**config.mk**
```make
export PLATFORM = sky130hd
export DESIGN_NAME = trimmed_mean_window_filter_unit
export DESIGN_NICKNAME = d
export VERILOG_FILES = /design/src/rtl/tmwf_pkg.sv /design/src/rtl/tmwf_cell.sv /design/src/rtl/tmwf_scaler.sv /design/src/rtl/trimmed_mean_window_filter_unit.sv
export SDC_FILE = /design/constraint.sdc
export NUM_CORES = 1
export LEC_CHECK = 0
export ABC_CLOCK_PERIOD_IN_PS = 10010
export BUFFER_PORTS_ARGS = -buffer_cell sky130_fd_sc_hd__buf_2
export CORE_ASPECT_RATIO = 0.9
export CORE_UTILIZATION = 40
export CTS_BUF_LIST = sky130_fd_sc_hd__clkbuf_16
export CTS_CLUSTER_SIZE = 30
export DETAILED_ROUTE_END_ITERATION = 16
export MAX_ROUTING_LAYER = met4
export PLACE_DENSITY_LB_ADDON = 0.2
export SLEW_MARGIN = 20
export SYNTH_ARGS = -nofsm -noshare
export SYNTH_HDL_FRONTEND = slang
export SYNTH_SLANG_ARGS = --single-unit
```
**constraint.sdc**
```tcl
create_clock -name clk -period 10.01 [get_ports clk]
set_input_delay 0.5005 -clock clk [delete_from_list [all_inputs] [get_ports clk]]
set_output_delay 0.5005 -clock clk [all_outputs]
set_load 0.005 [all_outputs]
```
**src/rtl/tmwf_pkg.sv**
```systemverilog
// ----------------------------------------------------------------------------
// tmwf_pkg
// Shared widths, defaults and control types of the trimmed-mean window filter.
// ----------------------------------------------------------------------------
package tmwf_pkg;

    localparam int DATA_W         = 16;
    localparam int WINDOW_DEFAULT = 10;

    // stage enables for the trim / scale path
    typedef struct packed {
        logic trim_en;
        logic mul_en;
    } scale_ctl_t;

endpackage

```
**src/rtl/tmwf_cell.sv**
```systemverilog
// ----------------------------------------------------------------------------
// tmwf_cell
// One window entry; takes its neighbor's value whenever the chain shifts.
// ----------------------------------------------------------------------------
module tmwf_cell
    import tmwf_pkg::*;
(
    input  logic              clk,
    input  logic              rst_n,
    input  logic              shift,
    input  logic [DATA_W-1:0] d,
    output logic [DATA_W-1:0] q
);

    logic [DATA_W-1:0] val_reg;
    logic [DATA_W-1:0] val_next;

    always_comb
    begin
        val_next = shift ? d : val_reg;
    end

    always_ff @(posedge clk or negedge rst_n)
    begin
        if (!rst_n)
        begin
            val_reg <= '0;
        end
        else
        begin
            val_reg <= val_next;
        end
    end

    assign q = val_reg;

endmodule

```
**src/rtl/tmwf_scaler.sv**
```systemverilog
// ----------------------------------------------------------------------------
// tmwf_scaler
// Trims max and min off the window sum, then divides by WINDOW-2 through an
// exact reciprocal multiply. Two register stages.
// ----------------------------------------------------------------------------
module tmwf_scaler
    import tmwf_pkg::*;
#(
    parameter int WINDOW = WINDOW_DEFAULT
)
(
    input  logic                                 clk,
    input  scale_ctl_t                           ctl,
    input  logic [DATA_W+$clog2(WINDOW)-1:0]     sum,
    input  logic [DATA_W-1:0]                    hi,
    input  logic [DATA_W-1:0]                    lo,
    output logic [DATA_W-1:0]                    quot
);

    localparam int SUM_W  = DATA_W + $clog2(WINDOW);
    localparam int DIV    = WINDOW - 2;
    localparam int SHIFT  = SUM_W + $clog2(DIV);
    localparam int M_W    = SUM_W + 1;
    localparam int PROD_W = SUM_W + M_W;
    // ceil(2^SHIFT / DIV); error term stays below 2^clog2(DIV), so floor is exact
    localparam logic [M_W-1:0] RECIP =
        M_W'(((64'd1 << SHIFT) + 64'(DIV) - 64'd1) / 64'(DIV));

    logic [SUM_W-1:0]  trim_reg;
    logic [SUM_W-1:0]  trim_next;
    logic [PROD_W-1:0] prod_reg;
    logic [PROD_W-1:0] prod_next;

    always_comb
    begin
        trim_next = ctl.trim_en ? (sum - SUM_W'(hi) - SUM_W'(lo)) : trim_reg;
        prod_next = ctl.mul_en ? (PROD_W'(trim_reg) * PROD_W'(RECIP)) : prod_reg;
    end

    always_ff @(posedge clk)
    begin
        trim_reg <= trim_next;
        prod_reg <= prod_next;
    end

    assign quot = prod_reg[SHIFT +: DATA_W];

endmodule

```
**src/rtl/trimmed_mean_window_filter_unit.sv**
```systemverilog
// ----------------------------------------------------------------------------
// trimmed_mean_window_filter_unit
// Steps from request to result valid: rotating scan of the whole window,
// trim, reciprocal multiply, output load (held while the output is stalled).
// A new request is accepted only in idle, after the last result is loaded,
// so requests never overlap in the rotating scan of the cell chain.
// Reset (async, active low) clears every window cell to zero and the control.
// ----------------------------------------------------------------------------
module trimmed_mean_window_filter_unit
    import tmwf_pkg::*;
#(
    parameter int WINDOW = WINDOW_DEFAULT
)
(
    input  logic              clk,
    input  logic              rst_n,
    input  logic              in_valid,
    output logic              in_stall,
    input  logic [DATA_W-1:0] sample,
    output logic              out_valid,
    input  logic              out_stall,
    output logic [DATA_W-1:0] filtered
);

    localparam int SUM_W = DATA_W + $clog2(WINDOW);
    localparam int CNT_W = $clog2(WINDOW);

    typedef enum logic [4:0] {
        ST_IDLE = 5'b00001,
        ST_SCAN = 5'b00010,
        ST_TRIM = 5'b00100,
        ST_MUL  = 5'b01000,
        ST_DONE = 5'b10000
    } state_t;

    state_t            state_reg, state_next;
    logic [CNT_W-1:0]  cnt_reg, cnt_next;
    logic [SUM_W-1:0]  sum_reg, sum_next;
    logic [DATA_W-1:0] hi_reg, hi_next;
    logic [DATA_W-1:0] lo_reg, lo_next;
    logic              oval_reg, oval_next;
    logic [DATA_W-1:0] odata_reg, odata_next;

    logic              accept;
    logic              shift;
    logic [DATA_W-1:0] head_d;
    logic [DATA_W-1:0] tap [WINDOW];
    logic [DATA_W-1:0] tail;
    logic [DATA_W-1:0] quot;
    logic              out_free;
    scale_ctl_t        ctl;

    assign in_stall = (state_reg != ST_IDLE);
    assign accept   = in_valid && !in_stall;
    assign tail     = tap[WINDOW-1];
    assign out_free = !oval_reg || !out_stall;

    // new request shifts in at the head; scan rotates tail back to the head
    assign shift  = accept || (state_reg == ST_SCAN);
    assign head_d = accept ? sample : tail;

    for (genvar g = 0; g < WINDOW; g++)
    begin : g_cell
        tmwf_cell u_cell (
            .clk   (clk),
            .rst_n (rst_n),
            .shift (shift),
            .d     ((g == 0) ? head_d : tap[(g == 0) ? 0 : g-1]),
            .q     (tap[g])
        );
    end

    assign ctl.trim_en = (state_reg == ST_TRIM);
    assign ctl.mul_en  = (state_reg == ST_MUL);

    tmwf_scaler #(
        .WINDOW (WINDOW)
    ) u_scaler (
        .clk  (clk),
        .ctl  (ctl),
        .sum  (sum_reg),
        .hi   (hi_reg),
        .lo   (lo_reg),
        .quot (quot)
    );

    always_comb
    begin
        state_next = state_reg;
        cnt_next   = cnt_reg;
        sum_next   = sum_reg;
        hi_next    = hi_reg;
        lo_next    = lo_reg;
        oval_next  = oval_reg && out_stall;
        odata_next = odata_reg;
        case (state_reg)
            ST_IDLE:
            begin
                if (accept)
                begin
                    state_next = ST_SCAN;
                    cnt_next   = '0;
                    sum_next   = '0;
                    hi_next    = '0;
                    lo_next    = '1;
                end
            end
            ST_SCAN:
            begin
                sum_next = sum_reg + SUM_W'(tail);
                if (tail > hi_reg)
                begin
                    hi_next = tail;
                end
                if (tail < lo_reg)
                begin
                    lo_next = tail;
                end
                cnt_next = cnt_reg + CNT_W'(1);
                if (cnt_reg == CNT_W'(WINDOW-1))
                begin
                    state_next = ST_TRIM;
                end
            end
            ST_TRIM:
            begin
                state_next = ST_MUL;
            end
            ST_MUL:
            begin
                state_next = ST_DONE;
            end
            ST_DONE:
            begin
                if (out_free)
                begin
                    oval_next  = 1'b1;
                    odata_next = quot;
                    state_next = ST_IDLE;
                end
            end
            default:
            begin
                state_next = ST_IDLE;
            end
        endcase
    end

    always_ff @(posedge clk or negedge rst_n)
    begin
        if (!rst_n)
        begin
            state_reg <= ST_IDLE;
            oval_reg  <= 1'b0;
        end
        else
        begin
            state_reg <= state_next;
            oval_reg  <= oval_next;
        end
    end

    always_ff @(posedge clk)
    begin
        cnt_reg   <= cnt_next;
        sum_reg   <= sum_next;
        hi_reg    <= hi_next;
        lo_reg    <= lo_next;
        odata_reg <= odata_next;
    end

    assign out_valid = oval_reg;
    assign filtered  = odata_reg;

endmodule

```
==> results.yml <==
clocking:
  cts.clk_slew.worst_paths_ps: 60
  cts_buffer_depth: 3
  cts_made_buffers: 29
  clkLatencyLatePin_ps: 550
  htreeDepth: 1
  cts_tree: "built"
  cts_root_buffer: "clkbuf_16"
  cts_sinks: 269
die:
  coreArea_um2: 30300
  die_x_um: 188
  initial_utilization: 0.411
  pin_count: 38
  die_h_um: 169
  fp-row-count: 60
  die_area_um2: 31800
routing:
  routed-via-count: 8202
  ant_nets: 0
  post-route-drc-count: 0
  firstDrtPassIters: 5
  routed_wl_um: 23700
  drt-initial-drc-count: 537
  wl_per_cell_um: 14.0
  avgViaCountPerCell: 4.84
cells_and_area:
  seqCellArea_um2: 7250
  diodes: 0
  drive_gt1_frac: 0.0773
  post-route-util: 0.460
  largest_register_ffs: 160
  multi_input_area_um2: 4790
  fin_nets: 1375
  fillers: 2820
  area_growth_pct: 12.1
timing:
  period_minus_slack_ps: 3620
  drv_slew: 0
  skew_ps: 10.1
  worstMarginPinSlew_ps: 967
  tns_ps: 0
  slew_headroom: 0.356
  fmax_mhz: 276
  finalSetupViolCount: 0
  timing.final.crit_share: 0.362
  hold_violations: 0
  rsz0062_at_grt: "false"
setup_path:
  crit_path_end_kind: "flop"
  crit_path_start: "state_reg[0]"
  crit_arrival_ps: 4090
  r2r_start: "state_reg[0]"
  worstPathRequired_ps: 10480
  critPathKind: "flop to flop"
  cp_max_fo: 98
  setup.worst_path.start_class: "flop"
power:
  p_leak_nw: 6.74
  power_frac_clock: 0.204
  vdd_drop_max_mv: 0.167
  p_sw_frac: 0.393
  combinationalPowerShare: 0.418
  p_per_area_nw_per_um2: 344
  seqPwrFrac: 0.378
  p_int_mw: 2.91
  p_sw_mw: 1.88
global_routing:
  track_usage: 0.158
  grt.met2_usage: 0.229
  grt_pass1_wl_um: 40000
  grt_busiest_layer: "met1"
  grt_use_met3: 0.0194
  use_met1: 0.230
  overflow: 0
  grt_antenna_before_repair: 0
  grt_pass1_vias: 7919
  grt_max_degree: 99
place:
  routabilityCongestion: 0.877
  dp_hpwl_um: 15600
  io_buffers: 37
synth:
  ys_types: 56
  synth-main-ff-cell: "dfrtp_1"
  synth.cell_area_um2: 12400
  yosysTopAreaCell: "dfrtp_1"
  synthTopCellsByCount: "nand2_1, dfrtp_1, edfxtp_1"
  avgSynthCellArea_um2: 10.0
  async_reset_ff_frac: 0.617
  synth_top_area_share: 0.332
  ys_ff_latch: 269
  synth_area_leaders: "dfrtp_1, edfxtp_1, nand2_1"
  synth_edf_count: 103
  syn_inst: 1240
  synth_sequential_area_ratio: 0.583
  synth_nets: 1342
  yosys_warnings: 0
  synth.most_common_cell: "nand2_1"
min_path:
  min-delay-start: "sample[10]"
  hp-class: "input pin to flop"
status:
  outcome: "finished, final reports clean"
job:
  cap_violations: 0
## area by class of cell
cell class,instances,share of cell area
clock inverters,22,0.0105
multi-input cells,865,0.344
repair buffers,49,0.0204
inverters,59,0.0163
well taps,403,0.0362
clock buffers,29,0.0521
flip-flops and latches,269,0.520
## metrics by stage
step | power, mW | setup WS [ps] | hold WS (ps) | instance area (um^2) | instances
finish | 4.80 | 6390 | 201 | 13900 | 1696
global route | 5.20 | 5980 | 206 | 13900 | 1696
CTS | 4.86 | 6360 | 175 | 13900 | 1696
detailed placement | 3.85 | 6340 | 405 | 13000 | 1644
global placement | 3.82 | 6360 | 404 | 13000 | 1644
floorplan | 3.36 | 6800 | 205 | 12400 | 1240
## metal layers
metal / routed length (um) / part of all wire / up-vias
met4: 597 / 0.025 / 0
met1: 12500 / 0.53 / 3857
li1: - / - / 4190
met5: 0 / 0 / -
met2: 9980 / 0.42 / 115
met3: 688 / 0.029 / 40
## worst max-delay path: stages, from the launching register on
cell	delay (ps)
dfstp_2	630
nor2b_1	200
nand2_1	70
o21ai_0	140
nand2_4	490
inv_6	750
buf_4	870
nand2_1	120
a31oi_1	210
## power by group through the flow
stage,sequential (mW),combinational (mW),clock [mW]
5_1_grt,1.86,2.28,1.06
6_report,1.81,2.01,0.977
4_1_cts,1.82,2.03,1.01
2_1_floorplan,1.77,1.59,0
3_3_place_gp,1.83,1.99,0
3_5_place_dp,1.83,2.02,0
## cells by family after synthesis
kind of cell / share of synthesized area
simple gates: 0.201
flops: 0.583
compound gates: 0.0717
buf+inv: 0.0330
fa+ha+maj: 0.0922
xor+xnor: 0.0183
mux: 0.000806
## cell usage in the layout, fill, tap and decap left out, types with 20 or more instances in the layout
cell / netlist / layout
a31oi_1: 20 / 20
ha_1: 66 / 66
edfxtp_1: 103 / 103
nor2_1: 56 / 56
buf_2: 10 / 36
a21oi_1: 35 / 35
nand2_1: 493 / 491
clkbuf_16: 0 / 29
dfrtp_1: 165 / 165
inv_1: 58 / 65
## path summary, 6_finish.rpt
path | to | slack [ps] | cells after the start
max | g_cell[0].u_cell.q[13] | 6390 | 8
min | g_cell[0].u_cell.q[10] | 200 | 3
max reg2reg | g_cell[0].u_cell.q[13] | 6390 | 8
min reg2reg | u_scaler.prod_reg[31] | 420 | 0
max in group asynchronous | g_cell[9].u_cell.q[9] | 7720 | 4
min in group asynchronous | g_cell[5].u_cell.q[14] | 490 | 2
## repair_timing
item                                    4_1_cts  5_1_grt
gates resized for setup                       0        0
hold endpoints to repair                     59        0
buffers inserted                              0        0
endpoints found under the setup margin        0        0
hold buffers                                  1        0
(Power assumes the default switching activity.)
